### src/grcs_pkg.sv
// Package with constants, tables and beat layouts for the gear range code sequencer.
package grcs_pkg;

  parameter int POSITION_COUNT = 11;
  localparam logic [3:0] POS_MAX = 4'(POSITION_COUNT - 1);

  localparam logic [1:0] REG_STEP_DELAY    = 2'd0;
  localparam logic [1:0] REG_DEBOUNCE      = 2'd1;
  localparam logic [1:0] REG_BRAKE_MODE    = 2'd2;
  localparam logic [1:0] REG_INVERT_MASK   = 2'd3;

  localparam logic OP_TICK = 1'b0;
  localparam logic OP_PINS = 1'b1;

  localparam logic [15:0] STEP_DELAY_RST = 16'd48;
  localparam logic [15:0] DEBOUNCE_RST   = 16'd48;

  localparam logic [3:0] MASK_PLAIN = 4'hE;
  localparam logic [3:0] MASK_BRAKE = 4'hF;

  typedef struct packed {
    logic [3:0] latched_switches;
    logic       shifting;
    logic [3:0] target;
    logic [3:0] position;
    logic [3:0] drive_code;
  } result_t;

  function automatic logic [3:0] range_code(input logic [3:0] pos);
    logic [3:0] c;
    unique case (pos)
      4'd0:    c = 4'd14;
      4'd1:    c = 4'd6;
      4'd2:    c = 4'd4;
      4'd3:    c = 4'd5;
      4'd4:    c = 4'd13;
      4'd5:    c = 4'd5;
      4'd6:    c = 4'd1;
      4'd7:    c = 4'd3;
      4'd8:    c = 4'd2;
      4'd9:    c = 4'd3;
      4'd10:   c = 4'd7;
      default: c = 4'd0;
    endcase
    return c;
  endfunction

  function automatic logic [3:0] map_plain(input logic [3:0] s);
    logic [3:0] t;
    unique case (s)
      4'd2, 4'd3, 4'd6, 4'd7:         t = 4'd4;
      4'd8, 4'd9, 4'd12, 4'd13:       t = 4'd2;
      4'd10, 4'd11:                   t = 4'd10;
      4'd14, 4'd15:                   t = 4'd6;
      default:                        t = 4'd0;
    endcase
    return t;
  endfunction

  function automatic logic [3:0] map_brake(input logic [3:0] s);
    logic [3:0] t;
    unique case (s)
      4'd2, 4'd3, 4'd6, 4'd7: t = 4'd4;
      4'd8, 4'd12:            t = 4'd1;
      4'd9, 4'd13:            t = 4'd2;
      4'd10:                  t = 4'd3;
      4'd11:                  t = 4'd10;
      4'd15:                  t = 4'd6;
      default:                t = 4'd0;
    endcase
    return t;
  endfunction

  function automatic logic [3:0] lookup_target(input logic brake, input logic [3:0] s);
    logic [3:0] t;
    t = brake ? map_brake(s) : map_plain(s);
    if (t > POS_MAX) t = POS_MAX;
    return t;
  endfunction

endpackage

### src/gear_range_code_sequencer.sv
// Top level: debounce, latch, target lookup and range code stepping.
// A result beat is registered in the output or skid register when its input is accepted.
// Throughput: one input beat per cycle while s_tready is high; the state update and
// lookup sit between the state registers and a two-entry output buffer (output register
// plus skid register). s_tready falls only while the skid register holds a beat.
// Reset (rst, synchronous, active high): registers go to defaults, position and target
// park, an initial shift armed, pins assumed 0, output buffer empty.
module gear_range_code_sequencer (
  input  logic        clk,
  input  logic        rst,
  input  logic        s_tvalid,
  output logic        s_tready,
  input  logic [7:0]  s_tdata,   // [3:0] pins, [7:4] zero
  input  logic        s_tuser,   // [0] operation
  output logic        m_tvalid,
  input  logic        m_tready,
  output logic [23:0] m_tdata,   // [3:0] drive_code, [7:4] position, [11:8] target,
                                 // [12] shifting, [16:13] latched_switches, [23:17] zero
  input  logic        cfg_valid,
  output logic        cfg_ready,
  input  logic [1:0]  cfg_index,
  input  logic [15:0] cfg_data
);

  logic [15:0] step_delay;
  logic [15:0] debounce_ticks;
  logic        brake_mode;
  logic [3:0]  invert_mask;

  logic [3:0]  last_pins, last_pins_next;
  logic [15:0] deb_left, deb_left_next;
  logic [3:0]  latched, latched_next;
  logic [3:0]  tgt_idx, tgt_idx_next;
  logic [3:0]  cur_idx, cur_idx_next;
  logic [15:0] step_wait, step_wait_next;
  logic        in_prog, in_prog_next;
  logic        start_pend, start_pend_next;
  logic [3:0]  drv_code, drv_code_next;

  logic        acc, pop, skid_valid;
  logic [3:0]  pins, mask;
  logic        latch_now;
  grcs_pkg::result_t res, out_q, skid_q;

  assign cfg_ready = 1'b1;
  assign s_tready  = !skid_valid;
  assign acc       = s_tvalid && s_tready;
  assign pop       = m_tvalid && m_tready;
  assign pins      = s_tdata[3:0];
  assign mask      = brake_mode ? grcs_pkg::MASK_BRAKE : grcs_pkg::MASK_PLAIN;
  assign m_tdata   = {7'd0, out_q};

  always_ff @(posedge clk) begin
    if (rst) begin
      step_delay     <= grcs_pkg::STEP_DELAY_RST;
      debounce_ticks <= grcs_pkg::DEBOUNCE_RST;
      brake_mode     <= 1'b0;
      invert_mask    <= 4'd0;
    end else if (cfg_valid && cfg_ready) begin
      unique case (cfg_index)
        grcs_pkg::REG_STEP_DELAY:  step_delay     <= cfg_data;
        grcs_pkg::REG_DEBOUNCE:    debounce_ticks <= cfg_data;
        grcs_pkg::REG_BRAKE_MODE:  brake_mode     <= cfg_data[0];
        grcs_pkg::REG_INVERT_MASK: invert_mask    <= cfg_data[3:0];
        default: ;
      endcase
    end
  end

  always_comb begin
    last_pins_next  = last_pins;
    deb_left_next   = deb_left;
    latched_next    = latched;
    tgt_idx_next    = tgt_idx;
    cur_idx_next    = cur_idx;
    step_wait_next  = step_wait;
    in_prog_next    = in_prog;
    start_pend_next = start_pend;
    drv_code_next   = drv_code;
    latch_now       = 1'b0;
    if (s_tuser == grcs_pkg::OP_PINS) begin
      if (((pins ^ last_pins) & mask) != 4'd0) deb_left_next = debounce_ticks;
      last_pins_next = pins;
    end else begin
      if (deb_left != 16'd0) begin
        deb_left_next = deb_left - 16'd1;
        if (deb_left == 16'd1) begin
          latched_next = last_pins & mask;
          latch_now    = 1'b1;
        end
      end
      if (in_prog) begin
        if (step_wait != 16'd0) begin
          step_wait_next = step_wait - 16'd1;
        end else begin
          step_wait_next = step_delay;
          if (cur_idx == tgt_idx) begin
            in_prog_next = 1'b0;
          end else begin
            cur_idx_next  = (cur_idx > tgt_idx) ? cur_idx - 4'd1 : cur_idx + 4'd1;
            drv_code_next = grcs_pkg::range_code(cur_idx_next) ^ invert_mask;
          end
        end
      end else if (start_pend) begin
        start_pend_next = 1'b0;
        in_prog_next    = 1'b1;
        step_wait_next  = 16'd0;
      end
      if (latch_now) begin
        tgt_idx_next    = grcs_pkg::lookup_target(brake_mode, latched_next);
        start_pend_next = 1'b1;
      end
    end
    res.drive_code       = drv_code_next;
    res.position         = cur_idx_next;
    res.target           = tgt_idx_next;
    res.shifting         = in_prog_next;
    res.latched_switches = latched_next;
  end

  always_ff @(posedge clk) begin
    if (rst) begin
      last_pins  <= 4'd0;
      deb_left   <= 16'd0;
      latched    <= 4'd0;
      tgt_idx    <= 4'd0;
      cur_idx    <= 4'd0;
      step_wait  <= 16'd0;
      in_prog    <= 1'b0;
      start_pend <= 1'b1;
      drv_code   <= 4'd0;
    end else if (acc) begin
      last_pins  <= last_pins_next;
      deb_left   <= deb_left_next;
      latched    <= latched_next;
      tgt_idx    <= tgt_idx_next;
      cur_idx    <= cur_idx_next;
      step_wait  <= step_wait_next;
      in_prog    <= in_prog_next;
      start_pend <= start_pend_next;
      drv_code   <= drv_code_next;
    end
  end

  // output register with skid stage
  always_ff @(posedge clk) begin
    if (rst) begin
      m_tvalid   <= 1'b0;
      skid_valid <= 1'b0;
    end else if (skid_valid) begin
      if (pop) begin
        out_q      <= skid_q;
        skid_valid <= 1'b0;
      end
    end else if (acc) begin
      if (m_tvalid && !pop) begin
        skid_q     <= res;
        skid_valid <= 1'b1;
      end else begin
        out_q    <= res;
        m_tvalid <= 1'b1;
      end
    end else if (pop) begin
      m_tvalid <= 1'b0;
    end
  end

`ifndef SYNTHESIS
  a_pos_range: assert property (@(posedge clk) disable iff (rst)
    cur_idx <= grcs_pkg::POS_MAX)
    else $error("position beyond last position");

  a_tgt_range: assert property (@(posedge clk) disable iff (rst)
    tgt_idx <= grcs_pkg::POS_MAX)
    else $error("target beyond last position");

  a_skid_needs_out: assert property (@(posedge clk) disable iff (rst)
    skid_valid |-> m_tvalid)
    else $error("skid beat held with empty output register");

  a_idle_holds_pos: assert property (@(posedge clk) disable iff (rst)
    (acc && !in_prog) |=> cur_idx == $past(cur_idx))
    else $error("position moved while not shifting");
`endif

endmodule

### config.mk
export PLATFORM = sky130hd
export DESIGN_NAME = gear_range_code_sequencer
export DESIGN_NICKNAME = d
export VERILOG_FILES = /design/src/grcs_pkg.sv /design/src/gear_range_code_sequencer.sv
export SDC_FILE = /design/constraint.sdc
export NUM_CORES = 1
export LEC_CHECK = 0
export ABC_AREA = 0
export BUFFER_PORTS_ARGS = -buffer_cell sky130_fd_sc_hd__buf_2
export CORE_UTILIZATION = 50
export DETAILED_ROUTE_END_ITERATION = 10
export PLACE_DENSITY = 0.76
export SLEW_MARGIN = 20
export SYNTH_ARGS = -nofsm -noshare
export SYNTH_HDL_FRONTEND = slang
export SYNTH_SLANG_ARGS = --single-unit
export TNS_END_PERCENT = 20
### constraint.sdc
create_clock -name clk -period 9.06 [get_ports clk]
set_clock_uncertainty 0.05 [all_clocks]
set_input_delay 0.453 -clock clk [delete_from_list [all_inputs] [get_ports clk]]
set_output_delay 0.453 -clock clk [all_outputs]
set_load 0.01 [all_outputs]
# Word level (Yosys, flattened, before mapping)
# Memory sizes are Yosys's and may differ from the RTL's.
# Cells that the tools add are included.
# totals
register_bits	127
mem_bits_ro	176
inputBits	32
out_inout_bits	27
elab_cells	128
n_memories	3
# memory_table
name	words	width	read_ports	rd_clocked_by_memory_dff	write_ports	line	text
(no name shown)	16	4	1	0	0	grcs_pkg.sv:31	unique case (pos)
(no name shown)	16	4	1	0	0	grcs_pkg.sv:62	unique case (s)
(no name shown)	16	3	1	0	0	grcs_pkg.sv:50	unique case (s)
# op_classes
add_sub_neg	4
n_lt_le_gt_ge	2
n_eq_ne	10
mux	53
bitwise_logic	7
reduce_logical	24
# op_table
op	count
$mux 4	25
$mux 16	6
$mux 17	4
$reduce_bool 16->1	2
$sub 16x1->16 const B	2
$mux 1	18
$eq 16x1->1 const B	1
$reduce_and 3->1	4
$reduce_and 2->1	5
$and 4x4->4	2
$reduce_and 4->1	2
$reduce_bool 2->1	4
$xor 4x4->4	2
$ne 2x2->1 const B	3
$add 4x1->4 const B	1
$eq 2x2->1 const B	2
$eq 4x4->1	1
$gt 4x4->1	1
$gt 4x4->1 const B	1
$ne 2x1->1 const B	2
$reduce_bool 4->1	1
$sub 4x1->4 const B	1
$logic_and 1x1->1	3
$not 1->1	3
other kinds (3)	4

# Logic depth before layout (Yosys ltp)
# An unclocked memory read counts as a cell.
# logic_depth
ltp_word	16
depth_mapped	13
mapped_depth_nobuf	13

# Worst setup path after synthesis
# Ideal clock, no wire load.
# synth_path
kind	register to register
from	register cur_idx[0]
to	register skid_q[0] (netlist name) (data pin)
setup_ns	0.267
arrival_ns	3.015
t_required_ns	8.743
slack_ns	5.728
stages_incl_launch_ff	13
path_buffers	0
period_less_slack_ns	3.332
path_cell_list	dfxtp_1 -> inv_1 -> ha_1 -> nand4_1 -> a21boi_0 -> ha_1 -> a21o_1 -> a21oi_1 -> xor2_1 -> xnor2_1 -> mux2i_1 -> xnor2_1 -> o21ai_0
# synth_between
elab_chain_len	12
word_cells_on_any_way	15
# synth_lines
element	line	text
from (decl)	gear_range_code_sequencer.sv:34	logic [3:0] cur_idx, cur_idx_next;
from (signal assigned)	gear_range_code_sequencer.sv:137	cur_idx <= cur_idx_next;
$add 4x1->4 (tied with other cells)	gear_range_code_sequencer.sv:100	cur_idx_next = (cur_idx > tgt_idx) ? cur_idx - 4'd1 : cur_idx + 4'd1;
$mux 4	gear_range_code_sequencer.sv:100	
$mem_v2 16x4	--	
$mux 4	gear_range_code_sequencer.sv:97	if (cur_idx == tgt_idx) begin
$mux 4	gear_range_code_sequencer.sv:93	if (step_wait != 16'd0) begin
$mux 4	gear_range_code_sequencer.sv:92	if (in_prog) begin
$mux 4	gear_range_code_sequencer.sv:81	if (s_tuser == grcs_pkg::OP_PINS) begin
$xor 4x4->4	gear_range_code_sequencer.sv:101	drv_code_next = grcs_pkg::range_code(cur_idx_next) ^ invert_mask;
$mux 4 (*)	gear_range_code_sequencer.sv:97	
$mux 4 (*)	gear_range_code_sequencer.sv:93	
$mux 4 (*)	gear_range_code_sequencer.sv:92	
$mux 4 (*)	gear_range_code_sequencer.sv:81	
via drv_code_next[0]	gear_range_code_sequencer.sv:38	logic [3:0] drv_code, drv_code_next;
to (signal assigned)	gear_range_code_sequencer.sv:157	skid_q <= res;
to (decl)	gear_range_code_sequencer.sv:43	grcs_pkg::result_t res, out_q, skid_q;
# Mark *: on every way through the listed nets, which the timed path passes. The rest lies on a longest branch. The select of a mux whose other input is x is not followed.
# A chain may end at the register's enable or synchronous reset.

# Worst setup path after layout
# Ends and elaborated chain as after synthesis.

==> metrics <==
status finished clean; CP Data Arrival Time 4.06 ns; routed vias 5411; Final Critical Period slightly below 4 ns; CP Max Fanout 6; RSZ-0062 raised after global routing false; Worst Tran Pin Value 1.03 ns; die width ~110 microns; worst IR drop on VDD ~150 uV; max-slew violations 0; cell accounting for the most synthesized area dfxtp_1; layout cells sized above 1 14.3%; hold bufs inserted after CTS 0; top cell type's share of synthesized area 29.5%; prevailing post-synth register cell dfxtp_1; diodes inserted 0; Yosys cell types slightly above 60; total power 1.59 mW; maximum clock path buffer count 2; clk_lat worst skew 0.42 ns; Post-CTS Setup Bufs 0; Cell Rows 40; Max-Cap Viols 0; gpl congestion 0.885; final std cells w/o fill 935; Critical Path Source Type flip-flop; Avg WL per Cell approximately 16 microns; htree depth 4; Worst Path Class, Setup reg2reg; Total GRT Usage 23.4%; number of flops mapped to enable cells by yosys 34; relative max-transition margin a little under a third; final setup violation count 0; Mapped Area 6320 sq um; Final Hold Fails 0; TritonCTS clock tree done; Num CTS Buffers 17; Syn. warnings 0; number of global-route vias before repair 5027; Static Leak ~2.8 nW; Starting DRT DRC Count 485; P&R area growth vs syn 14.4%; f_max 252 MHz; Avg Vias per Cell 5.79; initial antenna violation count 0; largest net degree at the start of global routing 97; setup tns final 0 ns; PostCTS Resize Cnt 0; Synth top cells by count 137 x nand2_1, 93 x dfxtp_1, 65 x a21oi_1; crit end category flip-flop; Crit path required time 9.15 ns; Worst-path clk slew 0.06 ns; Placed Instances 904; total clock sinks 127; Port Buffers 46; Final #Nets 802; Power per Cell Area 220 nW/um^2; Post-Syn Area per Cell 8.67 sq um; DRC viols 0; area of the core approximately 12000 sq um; first-pass GRT wire length 23700 microns; Starting Density 52.0%; ranking of synthesized cells by area dfxtp_1 29%, edfxtp_1 16%, nand2_1 8.1%; Ports 59; antenna viol nets, final 0; Detailed Route WL 14600 microns; class of the worst hold path in2reg; top-count cell post-synth nand2_1; crit share post-route a little over two fifths; overall die height 114 microns; Synth Register Bits 127; cell count after synthesis 729; Seq/Total Area, Yosys a little under half; gr ovfl total 0; async set or reset register ratio after synthesis 0%; drt pass-1 iters 5; die area ~13000 sq um; clock root buffer clkbuf_16; post-DP HPWL 9660 microns
[worst paths after layout]
path / startpoint / to / cells after the start / slack, ns
max: cur_idx[0]$_SDFFE_PP0P_ / skid_q[0]$_DFFE_PP_ / 12 / 5.09
min: cfg_data[4] / step_delay[4]$_SDFFE_PP1P_ / 3 / 0.21
max reg2reg: cur_idx[0]$_SDFFE_PP0P_ / skid_q[0]$_DFFE_PP_ / 12 / 5.09
min reg2reg: debounce_ticks[8]$_SDFFE_PP0P_ / debounce_ticks[8]$_SDFFE_PP0P_ / 2 / 0.41
[final cells by class]
type,count,area [sq um]
clock buffer,19,453
clock inverter,12,166
fill,1065,4930
inverter,18,67.6
multi-input combinational,540,3180
sequential,127,2880
tap,168,210
timing repair buffer,51,268
[through the flow]
stage	utilization (%)	setup slack, ns	area [sq um]	hold slack, ns
after detailed placement	54.3	5.17	6600	0.398
after global placement	54.3	5.32	6600	0.394
final	59.4	5.09	7230	0.214
after global routing	59.4	4.89	7230	0.219
after floorplan	-	5.73	6340	0.383
after CTS	59.4	5.10	7220	0.204
[cell usage in the layout, fill, tap and decap left out, types with 4 or more instances in the layout]
master	instances
dfxtp_1	93
mux2_2	17
o41ai_1	4
a21oi_1	65
xnor2_1	11
nor2b_1	8
o211ai_1	6
ha_1	14
mux2i_1	13
a21o_1	4
buf_2	46
o21ai_0	37
o31ai_1	9
and3_1	4
buf_4	5
clkbuf_16	17
or3_1	8
conb_1	8
nor3_1	17
nand2b_1	4
a22oi_1	15
bufinv_16	4
nand2_1	137
xor2_1	5
nand3b_1	7
nor4_1	10
clkinvlp_4	4
and2_1	5
inv_1	17
a211oi_1	6
nor2_1	62
nand4_1	4
or4_1	4
nand3_1	16
edfxtp_1	34
[state kept, by name (all words and copies together) (netlist names)]
register / count
skid_q: 17
m_tvalid: 1
last_pins: 4
step_delay: 16
debounce_ticks: 16
tgt_idx: 4
skid_valid: 1
deb_left: 16
in_prog: 1
start_pend: 1
drv_code: 4
latched: 4
invert_mask: 4
m_tdata: 17
cur_idx: 4
step_wait: 16
brake_mode: 1
[logic make-up after synthesis]
| kind of cell | synth area share [%] |
|---|---|
| fa+ha+maj | 3.09 |
| mux | 5.56 |
| buf+inv | 4.77 |
| flops | 45.6 |
| compound gates | 16.5 |
| other cells | 0.119 |
| xor+xnor | 2.22 |
| simple gates | 22.1 |
[power by group]
| group | internal, mW | leakage (nW) | switching [mW] |
|---|---|---|---|
| Combinational | 0.0929 | 1.38 | 0.152 |
| Clock | 0.469 | 0.290 | 0.244 |
| Sequential | 0.608 | 1.08 | 0.0250 |
[worst max-delay path: stages, from the launching register on]
cell and delay, ns:
dfxtp_1 0.47, inv_1 0.19, ha_1 0.30, nand4_1 0.13, a21boi_0 0.46, ha_1 0.39
a21o_1 0.21, a21oi_1 0.18, xor2_1 0.11, xnor2_1 0.53, mux2i_1 0.32, xnor2_1 0.20
o21ai_0 0.13
[per-layer routing]
metal | global-route usage [%] | vias to the layer above | wire length, microns | share of wire [%]
met5 | 0 | - | 0 | 0
met4 | 11.4 | 0 | 306 | 2.1
met3 | 4.66 | 27 | 715 | 4.9
met2 | 38.0 | 181 | 6970 | 48
met1 | 29.9 | 2587 | 6570 | 45
li1 | - | 2616 | - | -
Power figures use the tool's default switching activity.
